===== src/rtl/core/b64c_pkg.sv =====
// b64c_pkg: shared constants, queue entry type and alphabet functions
// for the base64 crypt/mime codec; depends on nothing
`timescale 1ns / 1ps

package b64c_pkg;

  localparam logic [2:0] MODE_MIME_ENC  = 3'd0;
  localparam logic [2:0] MODE_CRYPT_ENC = 3'd1;
  localparam logic [2:0] MODE_SWAP_ENC  = 3'd2;
  localparam logic [2:0] MODE_CRYPT_DEC = 3'd3;
  localparam logic [2:0] MODE_SWAP_DEC  = 3'd4;

  localparam int unsigned QueueDepth = 2;

  // one finished group, handed from front to back
  typedef struct packed {
    logic [2:0]  mode;
    logic [23:0] bits;
    logic [2:0]  cnt;   // results to emit, 1 to 4
    logic        last;
    logic        dang;
  } grp_t;

  function automatic logic [7:0] mime_char(input logic [5:0] v);
    logic [7:0] w;
    begin
      w = {2'b00, v};
      if (v < 6'd26) return 8'h41 + w;
      else if (v < 6'd52) return 8'h61 + w - 8'd26;
      else if (v < 6'd62) return 8'h30 + w - 8'd52;
      else if (v == 6'd62) return 8'h2b;
      else return 8'h2f;
    end
  endfunction

  function automatic logic [7:0] crypt_char(input logic [5:0] v);
    logic [7:0] w;
    begin
      w = {2'b00, v};
      if (v == 6'd0) return 8'h2e;
      else if (v == 6'd1) return 8'h2f;
      else if (v < 6'd12) return 8'h30 + w - 8'd2;
      else if (v < 6'd38) return 8'h41 + w - 8'd12;
      else return 8'h61 + w - 8'd38;
    end
  endfunction

  function automatic logic [5:0] crypt_value(input logic [7:0] c);
    logic [7:0] t;
    begin
      if (c == 8'h2e) t = 8'd0;
      else if (c == 8'h2f) t = 8'd1;
      else if (c >= 8'h30 && c <= 8'h39) t = c - 8'h2e;
      else if (c >= 8'h41 && c <= 8'h5a) t = c - 8'h35;
      else t = c + 8'd5;   // lowercase rule, wraps modulo 64
      return t[5:0];
    end
  endfunction

endpackage


===== src/rtl/core/b64c_if.sv =====
// b64c_if: valid/ready stream interfaces for the codec's input and result
// channels; payload widths are fixed, no package dependency
`timescale 1ns / 1ps

interface b64c_in_if;
  logic       valid;
  logic       ready;
  logic [7:0] data_in;
  logic       last_in;

  modport source (output valid, output data_in, output last_in, input ready);
  modport sink (input valid, input data_in, input last_in, output ready);
endinterface

interface b64c_out_if;
  logic       valid;
  logic       ready;
  logic [7:0] data_out;
  logic       last_out;
  logic       dangling;

  modport source (output valid, output data_out, output last_out, output dangling,
                  input ready);
  modport sink (input valid, input data_out, input last_out, input dangling,
                output ready);
endinterface


===== src/rtl/core/base64_crypt_mime_codec_core.sv =====
// base64_crypt_mime_codec_core: top level of the streaming base64 codec;
// uses b64c_pkg, b64c_if, b64c_front, b64c_queue and b64c_back
`timescale 1ns / 1ps

// Streaming base64 codec. The 3-bit mode register, written through cfg_we and
// cfg_data, selects mime encode (0), crypt encode msb first (1), crypt encode
// lsb first (2), crypt decode msb first (3) or crypt decode lsb first (4); a
// write also drops any partial group, so write it only while the block is idle.
// Modes 5 to 7 swallow items and give nothing. Encoding turns every 3 bytes
// into 4 characters, a final 1-byte tail into 2 and a 2-byte tail into 3, with
// no padding. Decoding turns every 4 characters into 3 bytes, tails of 2 or 3
// characters into 1 or 2 bytes, and a single leftover character into one
// result with dangling set, data zero and last_out set. The front takes one
// item every cycle while the two-entry group queue has room; the back emits
// one result per cycle from its output register while the output is not
// stalled. Encode intake is thus held back by the back end, since every 3 bytes
// give 4 results, while decode intake keeps pace with the front. The first
// result of a group passes the queue register, then the output register.

module base64_crypt_mime_codec_core (
  input  logic       clk,
  input  logic       rst_n,
  input  logic       cfg_we,
  input  logic [2:0] cfg_data,
  b64c_in_if.sink    in_s,
  b64c_out_if.source out_m
);

  // front to queue
  logic           q_full, q_push;
  b64c_pkg::grp_t q_wr_entry;
  // queue to back
  logic           q_pop, q_nonempty;
  b64c_pkg::grp_t q_rd_entry;

  // front: mode register and group gathering
  b64c_front u_front (
    .clk      (clk),
    .rst_n    (rst_n),
    .cfg_we   (cfg_we),
    .cfg_data (cfg_data),
    .in_valid (in_s.valid),
    .in_ready (in_s.ready),
    .in_data  (in_s.data_in),
    .in_last  (in_s.last_in),
    .q_full   (q_full),
    .q_push   (q_push),
    .q_entry  (q_wr_entry)
  );

  // short queue decouples item intake from result delivery
  b64c_queue u_queue (
    .clk      (clk),
    .rst_n    (rst_n),
    .push     (q_push),
    .wr_entry (q_wr_entry),
    .full     (q_full),
    .pop      (q_pop),
    .rd_entry (q_rd_entry),
    .nonempty (q_nonempty)
  );

  // back: one result per cycle into the output register while the output is not stalled
  b64c_back u_back (
    .clk        (clk),
    .rst_n      (rst_n),
    .q_nonempty (q_nonempty),
    .q_entry    (q_rd_entry),
    .q_pop      (q_pop),
    .out_valid  (out_m.valid),
    .out_ready  (out_m.ready),
    .out_data   (out_m.data_out),
    .out_last   (out_m.last_out),
    .out_dang   (out_m.dangling)
  );

endmodule


===== src/rtl/core/b64c_front.sv =====
// b64c_front: mode register, item accept and group gathering; pushes each
// finished group into the queue; uses b64c_pkg
`timescale 1ns / 1ps

module b64c_front (
  input  logic              clk,
  input  logic              rst_n,
  input  logic              cfg_we,
  input  logic [2:0]        cfg_data,
  input  logic              in_valid,
  output logic              in_ready,
  input  logic [7:0]        in_data,
  input  logic              in_last,
  input  logic              q_full,
  output logic              q_push,
  output b64c_pkg::grp_t    q_entry
);

  logic [2:0]  mode_r;
  logic [23:0] bits_r, bits_nxt;
  logic [1:0]  count_r, pos;
  logic [2:0]  held;
  logic [4:0]  sh;
  logic [5:0]  v;
  logic        is_enc, is_dec, accept, done;

  assign in_ready = !q_full;
  assign accept   = in_valid && in_ready;
  assign is_enc   = (mode_r <= b64c_pkg::MODE_SWAP_ENC);
  assign is_dec   = (mode_r == b64c_pkg::MODE_CRYPT_DEC) ||
                    (mode_r == b64c_pkg::MODE_SWAP_DEC);
  assign v        = b64c_pkg::crypt_value(in_data);

  always_comb begin
    pos      = count_r;
    sh       = 5'd0;
    bits_nxt = bits_r;
    done     = 1'b0;
    q_entry  = '0;
    if (is_enc) begin
      if (pos == 2'd3) pos = 2'd2;
      if (mode_r == b64c_pkg::MODE_SWAP_ENC) sh = {pos, 3'b000};
      else sh = 5'd16 - {pos, 3'b000};
      bits_nxt = bits_r | ({16'd0, in_data} << sh);
      held     = {1'b0, pos} + 3'd1;
      done     = (held == 3'd3) || in_last;
      q_entry.cnt = held + 3'd1;
    end else begin
      case (pos)
        2'd0: sh = 5'd0;
        2'd1: sh = 5'd6;
        2'd2: sh = 5'd12;
        default: sh = 5'd18;
      endcase
      if (mode_r != b64c_pkg::MODE_SWAP_DEC) sh = 5'd18 - sh;
      bits_nxt = bits_r | ({18'd0, v} << sh);
      held     = {1'b0, pos} + 3'd1;
      done     = (held == 3'd4) || in_last;
      q_entry.dang = (held == 3'd1);
      q_entry.cnt  = (held == 3'd1) ? 3'd1 : held - 3'd1;
    end
    q_entry.mode = mode_r;
    q_entry.bits = q_entry.dang ? 24'd0 : bits_nxt;
    q_entry.last = in_last;
  end

  assign q_push = accept && (is_enc || is_dec) && done;

  always_ff @(posedge clk) begin
    if (!rst_n) begin
      mode_r  <= b64c_pkg::MODE_MIME_ENC;
      bits_r  <= '0;
      count_r <= '0;
    end else if (cfg_we) begin
      mode_r  <= cfg_data;
      bits_r  <= '0;
      count_r <= '0;
    end else if (accept && (is_enc || is_dec)) begin
      if (done) begin
        bits_r  <= '0;
        count_r <= '0;
      end else begin
        bits_r  <= bits_nxt;
        count_r <= held[1:0];
      end
    end
  end

endmodule


===== src/rtl/core/b64c_queue.sv =====
// b64c_queue: two-entry register queue of finished groups between front
// and back; uses b64c_pkg
`timescale 1ns / 1ps

module b64c_queue (
  input  logic           clk,
  input  logic           rst_n,
  input  logic           push,
  input  b64c_pkg::grp_t wr_entry,
  output logic           full,
  input  logic           pop,
  output b64c_pkg::grp_t rd_entry,
  output logic           nonempty
);

  localparam int unsigned CntW = $clog2(b64c_pkg::QueueDepth + 1);
  localparam int unsigned PtrW = $clog2(b64c_pkg::QueueDepth);

  b64c_pkg::grp_t   slot_r [b64c_pkg::QueueDepth];
  logic [PtrW-1:0]  wr_ptr_r, rd_ptr_r;
  logic [CntW-1:0]  cnt_r;

  assign full     = (cnt_r == CntW'(b64c_pkg::QueueDepth));
  assign nonempty = (cnt_r != '0);
  assign rd_entry = slot_r[rd_ptr_r];

  always_ff @(posedge clk) begin
    if (push) slot_r[wr_ptr_r] <= wr_entry;
  end

  always_ff @(posedge clk) begin
    if (!rst_n) begin
      wr_ptr_r <= '0;
      rd_ptr_r <= '0;
      cnt_r    <= '0;
    end else begin
      if (push) wr_ptr_r <= (wr_ptr_r == PtrW'(b64c_pkg::QueueDepth - 1)) ? '0 : wr_ptr_r + 1'b1;
      if (pop)  rd_ptr_r <= (rd_ptr_r == PtrW'(b64c_pkg::QueueDepth - 1)) ? '0 : rd_ptr_r + 1'b1;
      if (push && !pop) cnt_r <= cnt_r + 1'b1;
      else if (pop && !push) cnt_r <= cnt_r - 1'b1;
    end
  end

endmodule


===== src/rtl/core/b64c_back.sv =====
// b64c_back: splits each queued group into its results, one a cycle while the
// output is not stalled, into the output register; uses b64c_pkg
`timescale 1ns / 1ps

module b64c_back (
  input  logic           clk,
  input  logic           rst_n,
  input  logic           q_nonempty,
  input  b64c_pkg::grp_t q_entry,
  output logic           q_pop,
  output logic           out_valid,
  input  logic           out_ready,
  output logic [7:0]     out_data,
  output logic           out_last,
  output logic           out_dang
);

  logic [1:0]  idx_r;
  logic        valid_r;
  logic [7:0]  data_r, data_nxt;
  logic        last_r, dang_r;
  logic        load, final_res;
  logic [4:0]  sh;
  logic [23:0] shifted;

  assign load      = q_nonempty && (!valid_r || out_ready);
  assign final_res = (({1'b0, idx_r} + 3'd1) == q_entry.cnt);
  assign q_pop     = load && final_res;

  always_comb begin
    sh       = 5'd0;
    data_nxt = 8'd0;
    case (q_entry.mode) inside
      b64c_pkg::MODE_MIME_ENC, b64c_pkg::MODE_CRYPT_ENC, b64c_pkg::MODE_SWAP_ENC: begin
        case (idx_r)
          2'd0: sh = 5'd0;
          2'd1: sh = 5'd6;
          2'd2: sh = 5'd12;
          default: sh = 5'd18;
        endcase
        if (q_entry.mode != b64c_pkg::MODE_SWAP_ENC) sh = 5'd18 - sh;
      end
      default: begin
        sh = {idx_r, 3'b000};
        if (q_entry.mode != b64c_pkg::MODE_SWAP_DEC) sh = 5'd16 - sh;
      end
    endcase
    shifted = q_entry.bits >> sh;
    case (q_entry.mode) inside
      b64c_pkg::MODE_MIME_ENC: data_nxt = b64c_pkg::mime_char(shifted[5:0]);
      b64c_pkg::MODE_CRYPT_ENC, b64c_pkg::MODE_SWAP_ENC:
        data_nxt = b64c_pkg::crypt_char(shifted[5:0]);
      default: data_nxt = shifted[7:0];
    endcase
  end

  always_ff @(posedge clk) begin
    if (!rst_n) begin
      valid_r <= 1'b0;
      idx_r   <= '0;
    end else begin
      if (load) begin
        valid_r <= 1'b1;
        idx_r   <= final_res ? 2'd0 : idx_r + 2'd1;
      end else if (out_ready) begin
        valid_r <= 1'b0;
      end
    end
  end

  always_ff @(posedge clk) begin
    if (load) begin
      data_r <= data_nxt;
      last_r <= q_entry.last && final_res;
      dang_r <= q_entry.dang;
    end
  end

  assign out_valid = valid_r;
  assign out_data  = data_r;
  assign out_last  = last_r;
  assign out_dang  = dang_r;

endmodule


===== src/flat_wrapper.sv =====
// flat-port wrapper written by rule: the top's interface ports become plain ports
module base64_crypt_mime_codec_core_flat 
  (clk, rst_n, cfg_we, cfg_data, in_s_valid, in_s_data_in, in_s_last_in, in_s_ready, out_m_valid, out_m_data_out, out_m_last_out, out_m_dangling, out_m_ready);
  b64c_in_if in_s_i ();
  b64c_out_if out_m_i ();
  input  logic clk;
  input  logic rst_n;
  input  logic cfg_we;
  input  logic [2:0] cfg_data;
  input wire logic [$bits(in_s_i.valid)-1:0] in_s_valid;
  input wire logic [$bits(in_s_i.data_in)-1:0] in_s_data_in;
  input wire logic [$bits(in_s_i.last_in)-1:0] in_s_last_in;
  output wire logic [$bits(in_s_i.ready)-1:0] in_s_ready;
  output wire logic [$bits(out_m_i.valid)-1:0] out_m_valid;
  output wire logic [$bits(out_m_i.data_out)-1:0] out_m_data_out;
  output wire logic [$bits(out_m_i.last_out)-1:0] out_m_last_out;
  output wire logic [$bits(out_m_i.dangling)-1:0] out_m_dangling;
  input wire logic [$bits(out_m_i.ready)-1:0] out_m_ready;
  assign in_s_i.valid = in_s_valid;
  assign in_s_i.data_in = in_s_data_in;
  assign in_s_i.last_in = in_s_last_in;
  assign in_s_ready = in_s_i.ready;
  assign out_m_valid = out_m_i.valid;
  assign out_m_data_out = out_m_i.data_out;
  assign out_m_last_out = out_m_i.last_out;
  assign out_m_dangling = out_m_i.dangling;
  assign out_m_i.ready = out_m_ready;
  base64_crypt_mime_codec_core u_core (.clk(clk), .rst_n(rst_n), .cfg_we(cfg_we), .cfg_data(cfg_data), .in_s(in_s_i), .out_m(out_m_i));
endmodule

===== config.mk =====
export PLATFORM = sky130hd
export DESIGN_NAME = base64_crypt_mime_codec_core_flat
export DESIGN_NICKNAME = d
export VERILOG_FILES = /design/src/rtl/core/b64c_pkg.sv /design/src/rtl/core/b64c_if.sv /design/src/rtl/core/base64_crypt_mime_codec_core.sv /design/src/rtl/core/b64c_front.sv /design/src/rtl/core/b64c_queue.sv /design/src/rtl/core/b64c_back.sv /design/src/flat_wrapper.sv
export SDC_FILE = /design/constraint.sdc
export NUM_CORES = 1
export LEC_CHECK = 0
export BUFFER_PORTS_ARGS = -buffer_cell sky130_fd_sc_hd__buf_4
export CORE_AREA = 4 4 136 138
export DETAILED_ROUTE_END_ITERATION = 10
export DIE_AREA = 0 0 140 142
export HOLD_SLACK_MARGIN = 0.08
export PLACE_DENSITY = 0.72
export SLEW_MARGIN = 20
export SYNTH_ARGS = -nofsm -noshare
export SYNTH_HDL_FRONTEND = slang
export SYNTH_SLANG_ARGS = --single-unit

===== constraint.sdc =====
create_clock -name clk -period 4.85 [get_ports clk]
set_input_delay 0.7275 -clock clk [delete_from_list [all_inputs] [get_ports clk]]
set_output_delay 0.7275 -clock clk [all_outputs]
set_load 0.01 [all_outputs]

Word-level counts from Yosys, hierarchy flattened. Memory sizes are Yosys's and may differ from the RTL's. A register that Yosys moved wholly into a read port is not among the register bits. Cells that the tools add are included.

Flip-flop bits (word level): 46. Memory bits (writable): 64. Input bits: 17. Logic and storage cells: 151. Memories kept: 1.

Add/sub/neg operators: 25. Order comparisons: 10. Equality and inequality tests: 22. Shift-type cells: 3. Muxes and demuxes: 47. Bitwise gates (word level): 3. Reduce and logical (&&, ||, !) cells: 29.

Memories: u_core.u_queue.slot_r (depth 2, bits a word 32, read ports 1, clocked after Yosys merged registers in 1, write ports 1, RTL line b64c_queue.sv:19) `b64c_pkg::grp_t slot_r [b64c_pkg::QueueDepth];`.

Operators with widths (number): 2-to-1 mux 24 bit (3); 2-to-1 mux 8 bit (9); bitwise OR 24 bit (2); 2-to-1 mux 5 bit (9); one-hot mux 5 bit (3 select lines) (2); 2-to-1 mux 6 bit (4); left shift 6 x 5 -> 24 bit (1); left shift 8 x 5 -> 24 bit (1); >> shifter 24 x 5 -> 8 bit (1); subtractor 5 bit (first input constant) (4); less-than comparator 6 bit (second input constant) (3); adder 7 x 6 -> 8 bit (first input constant) (2); == test 8 x 6 -> 1 bit (second input constant) (2); subtractor 8 x 6 -> 8 bit (second input constant) (2); 2-to-1 mux 2 bit (7); == test 3 x 2 -> 1 bit (second input constant) (4); subtractor 6 bit (second input constant) (2); logical AND 1 bit (10); 2-to-1 mux 1 bit (10); adder 2 x 1 -> 3 bit (second input constant) (3); 2-to-1 mux 3 bit (3); == test 2 bit (second input constant) (4); >= comparator 8 x 6 -> 1 bit (second input constant) (1); >= comparator 8 x 7 -> 1 bit (second input constant) (1); 32 further kinds (49).

Depth between registers and ports, before layout.
Word-level depth: 15. Mapped depth: 21.

Cells and area by module. From an unflattened synthesis, not the netlist that was laid out.

Cells, all modules: 828. Area, all modules: 8050.2 um^2.

By module, submodules not included: b64c_back (instances 1, cells an instance 354, area an instance 2798.9 um^2, sequential area each 360.3 um^2); b64c_front (instances 1, cells an instance 352, area an instance 2720.1 um^2, sequential area each 580.6 um^2); b64c_queue (instances 1, cells an instance 122, area an instance 2531.2 um^2, sequential area each 2021.9 um^2).

Worst setup path before layout. OpenSTA, ideal clock, no wires.

Path type: register to register. Start: mem u_core.u_queue.slot_r[0][31] (netlist name). End: reg u_core.u_back.data_r[6] (netlist: u_core.u_back.out_data[6]), data pin. Setup time: 0.267 ns. Data arrival time: 4.366 ns. Data required time: 4.583 ns. Slack: 0.217 ns. Cell stages (with the launch flop): 21. Cell sequence: edfxtp_1 or3_1 and2_0 clkbuf_2 buf_2 a31o_2 buf_2 a221oi_1 o21ai_0 a2bb2oi_2 ha_1 nand2_1 or4_1 o311a_1 buf_6 xnor2_1 o21ai_0 o211ai_1 a21oi_1 o311ai_0 nand3_1.

RTL lines: from (decl) (RTL line b64c_queue.sv:19); to (signal assigned) (RTL line b64c_back.sv:73) `data_r <= data_nxt;`; to (decl) (RTL line b64c_back.sv:20) `logic [7:0] data_r, data_nxt;`.

Worst setup path after layout.
Start: reg u_core.u_back.idx_r[0]. End: reg u_core.u_back.data_r[3] (netlist: u_core.u_back.out_data[3]), data pin.

Cells in the longest elaborated chain, start to end: 15. Elaborated cells on any way between the ends: 35.

Ends and longest elaborated chain: from (decl) (RTL line b64c_back.sv:18) `logic [1:0] idx_r;`; from (signal assigned) (RTL line b64c_back.sv:64) `idx_r <= final_res ? 2'd0 : idx_r + 2'd1;`; == test 2 bit, or another cell as far along (RTL line b64c_back.sv:35) `case (idx_r)`; one-hot mux 5 bit (3 select lines) (RTL line b64c_back.sv:35); 2-to-1 mux 5 bit (RTL line b64c_back.sv:33) `case (q_entry.mode) inside`; subtractor 5 bit (RTL line b64c_back.sv:41) `if (q_entry.mode != b64c_pkg::MODE_SWAP_ENC) sh = 5'd18 - sh;`; 2-to-1 mux 5 bit (RTL line b64c_back.sv:41); 2-to-1 mux 5 bit (*) (RTL line b64c_back.sv:33); >> shifter 24 x 5 -> 8 bit (*) (RTL line b64c_back.sv:48) `shifted = q_entry.bits >> sh;`; adder 7 x 6 -> 8 bit (on tied branches); subtractor 8 x 6 -> 8 bit or subtractor 8 x 4 -> 8 bit (tied branches) (RTL line b64c_pkg.sv:44, b64c_pkg.sv:43); 2-to-1 mux 8 bit (RTL line b64c_pkg.sv:43) `else if (v < 6'd38) return 8'h41 + w - 8'd12;`; 2-to-1 mux 8 bit (RTL line b64c_pkg.sv:42) `else if (v < 6'd12) return 8'h30 + w - 8'd2;`; 2-to-1 mux 8 bit (RTL line b64c_pkg.sv:41) `else if (v == 6'd1) return 8'h2f;`; 2-to-1 mux 8 bit (RTL line b64c_pkg.sv:40) `if (v == 6'd0) return 8'h2e;`; 2-to-1 mux 8 bit (RTL line b64c_back.sv:49) `case (q_entry.mode) inside`; 2-to-1 mux 8 bit (*) (RTL line b64c_back.sv:49); via u_core.u_back.data_nxt[3] (RTL line b64c_back.sv:20).

The timed path passes the listed nets; every way through them passes the cells marked *. The select of a mux whose other input is x is not followed. A chain may end at the register's enable or synchronous reset.

==> metrics.yaml <==
die_x_um: 140
cp_max_fo: 9
powerDensity_mw_per_mm2: 581
cts_max_level: 3
avgViaCountPerCell: 5.96
coreArea_mm2: 0.0172
synth_edf_count: 74
ys_seq_area_frac: 0.388
final_common_cell: "nor2_1"
place_area_mm2: 0.00822
finalPower_w: 0.00497
gp_congestion: 0.959
finClkSkew_ns: 0.0155
crit_path_end_kind: "flop"
synthArstFlopShare: 0
die_h_um: 142
cpPeakStageDelay_ns: 0.46
worstReg2RegEnd: "u_core.u_back.out_data[3]"
worst_ep_required_time_ns: 5.02
num_rows: 48
cts_sinks: 111
num_vias: 6437
cts_tree: "yes"
arrival_ns: 4.82
dp.cells: 1064
drive_gt1_frac: 0.161
intPower_w: 0.00275
grt_pass1_vias: 6061
drt_iter0_drc: 429
die-area_mm2: 0.0199
rr_worst_depth: 18
crit_family: "simple AND/OR/NAND/NOR gates"
ys.warnings.count: 0
gr-total-overflow: 0
r2r_setup_slack_ns: 0.20
power.static_leakage_nw: 3.21
status: "finished, final reports clean"
finish.utilization: 0.498
post_drt_wl_per_cell_um: 17.8
p_comb_frac: 0.611
startpoint: "u_core.u_back.idx_r[0]"
fmax_mhz: 215
antenna_found_initial: 0
worst_pin_slew_ns: 0.995
initial_core_util: 0.445
mostFrequentLayoutCells: "nor2_1, edfxtp_1, nand2_1"
syn_area_per_cell_um2: 9.40
slew_headroom: 0.334
nets: 900
numPortBuffers: 28
area_delta_synth_final_pct: 11.9
crit_type: "reg2reg"
stdcell_count: 1080
grtUsageTotal: 0.193
cts_buffers: 9
clkLatencyLatePin_ns: 0.36
netlist_instances: 813
period_share: 0.958
setup_viol_count_final: 0
pwr-share-seq: 0.236
post-cts-setup-buffer-count: 0
pre_cts_slack_ns: 0.143
io_pins: 29
antennaDiodeCount: 0
clock_path_buffers: 2
dr.pass1.iters: 5
cap_viol_max_count: 0
grt_pass1_wl_um: 31200
finalHoldViolations: 0
synth_cell_types: 85
drcViolationCount: 0
period_minus_slack_ns: 4.65
crit_slowest_cell: "ha_1"
rr_startpoint: "u_core.u_back.idx_r[0]"
layout_setup_ws_ns: 0.205
clk_pin_slew_ns: 0.08
synth_area_mm2: 0.00764
critical_path_depth: 18
p_sw_w: 0.00222
irDropWorstVdd_mv: 0.344
cts_resized: 0
grt_max_degree: 34
drt-total-wl_um: 19200
ant_nets: 0
synth_seq_cells: 111
drv_slew: 0
cp-endpoint: "u_core.u_back.out_data[3]"
hold_path_class: "reg2reg"
path_buf_inv: 3
cts_hold_buffers: 0
cp_cell_sequence: "buf_4, inv_1, ha_1, and3_1, o211ai_2, and2_4, nor4b_2, or3_1, ha_1, nand2_1, or4_1, o311a_1, buf_4, or2_2, a21oi_1, o21ai_1, and4_1, o41ai_2"
cts-root-buf: "clkbuf_16"
post-dp-hpwl_um: 14200
switching_share: 0.447
synth_nets: 863
p_clk_frac: 0.153
start_kind: "flop"
final_area_mm2: 0.00855
synth-main-ff-cell: "edfxtp_1"
registers in the layout (all words and copies together) (netlist names), 2 cells and up, named ones only:
name                    cells
u_core.u_front.count_r      2
u_core.u_queue.cnt_r        2
u_core.u_back.idx_r         2
u_core.u_back.out_data      8
u_core.u_front.bits_r      24
u_core.u_queue.slot_r      64
u_core.u_front.mode_r       3
metal layers:
layer  GRT usage  vias to the layer above  routed length (um)
li1            -                     3114                   -
met1       0.240                     3012                8180
met2       0.336                      257                9340
met3      0.0313                       54                1090
met4      0.0760                        0                 608
met5           0                        -                   0
synth_stat cells, drive strengths merged (4+ instances only):
master	number	area [um2]
nor2	92	348
edfxtp	74	2220
nand2	69	259
a21oi	66	353
o21ai	53	295
mux2i	39	403
dfxtp	37	741
ha	32	400
inv	27	101
buf	21	141
clkbuf	21	80.1
nor3	21	110
and2	20	128
xnor2	19	223
nand3	14	70.1
o211ai	14	110
mux2	13	150
a211oi	12	103
a221oi	11	96.3
a31oi	11	68.8
o22ai	10	62.6
and3	7	43.8
nand4	7	43.8
nor2b	7	43.8
o211a	7	70.1
or3	7	43.8
a21o	6	45.0
or2	6	37.5
xor2	6	52.6
a22o	5	43.8
nor4	5	31.3
a221o	4	40.0
nor3b	4	30.0
o31ai	4	30.0
tightest hold or removal path: stages (launching register included):
cell and delay, ns:
dfxtp_1 0.33, a21oi_1 0.04, nor2_1 0.07
power groups by stage:
stage | sequential, W | clock, W | combinational, W
6_report | 0.00117 | 0.000760 | 0.00303
5_1_grt | 0.00118 | 0.000814 | 0.00332
4_1_cts | 0.00117 | 0.000771 | 0.00296
3_5_place_dp | 0.00119 | 0 | 0.00295
3_3_place_gp | 0.00119 | 0 | 0.00296
2_1_floorplan | 0.00121 | 0 | 0.00213
worst min-delay path by stage:
stage | startpoint | to | slack (ns) | cells past startpoint
final | u_core.u_front.bits_r[6] | u_core.u_front.bits_r[6] | 0.47 | 2
after global routing | u_core.u_front.bits_r[14] | u_core.u_front.bits_r[14] | 0.51 | 2
after CTS | u_core.u_front.bits_r[20] | u_core.u_front.bits_r[20] | 0.48 | 2
after detailed placement | u_core.u_front.bits_r[20] | u_core.u_front.bits_r[20] | 0.46 | 2
after global placement | u_core.u_front.bits_r[3] | u_core.u_front.bits_r[3] | 0.45 | 2
after floorplan | u_core.u_front.bits_r[14] | u_core.u_front.bits_r[14] | 0.44 | 2
per-stage QoR:
| step | TNS, ns | hold slack, ns |
|---|---|---|
| after global placement | 0 | 0.447 |
| after global routing | -0.0170 | 0.507 |
| after CTS | 0 | 0.476 |
| after detailed placement | 0 | 0.457 |
| final | 0 | 0.473 |
| after floorplan | 0 | 0.437 |
cells by family (layout without fill, tap and decap cells):
logic type	after synthesis	after routing	synth area share
simple gates	274	274	0.173
mux	55	55	0.0812
fa+ha+maj	33	33	0.0550
compound gates	244	244	0.224
xor+xnor	25	25	0.0360
buf+inv	71	113	0.0432
flops	111	111	0.388
cell type report:
type                    instances  area, um2
repair buffers                 68        510
well taps                     225        282
multi-input cells             631       4390
inverters                      29        109
clock buffers                  11        233
fillers                      1610       8630
flip-flops and latches        111       2960
clock inverters                 5       65.1
Note: power is estimated with default switching activity, not from simulation.
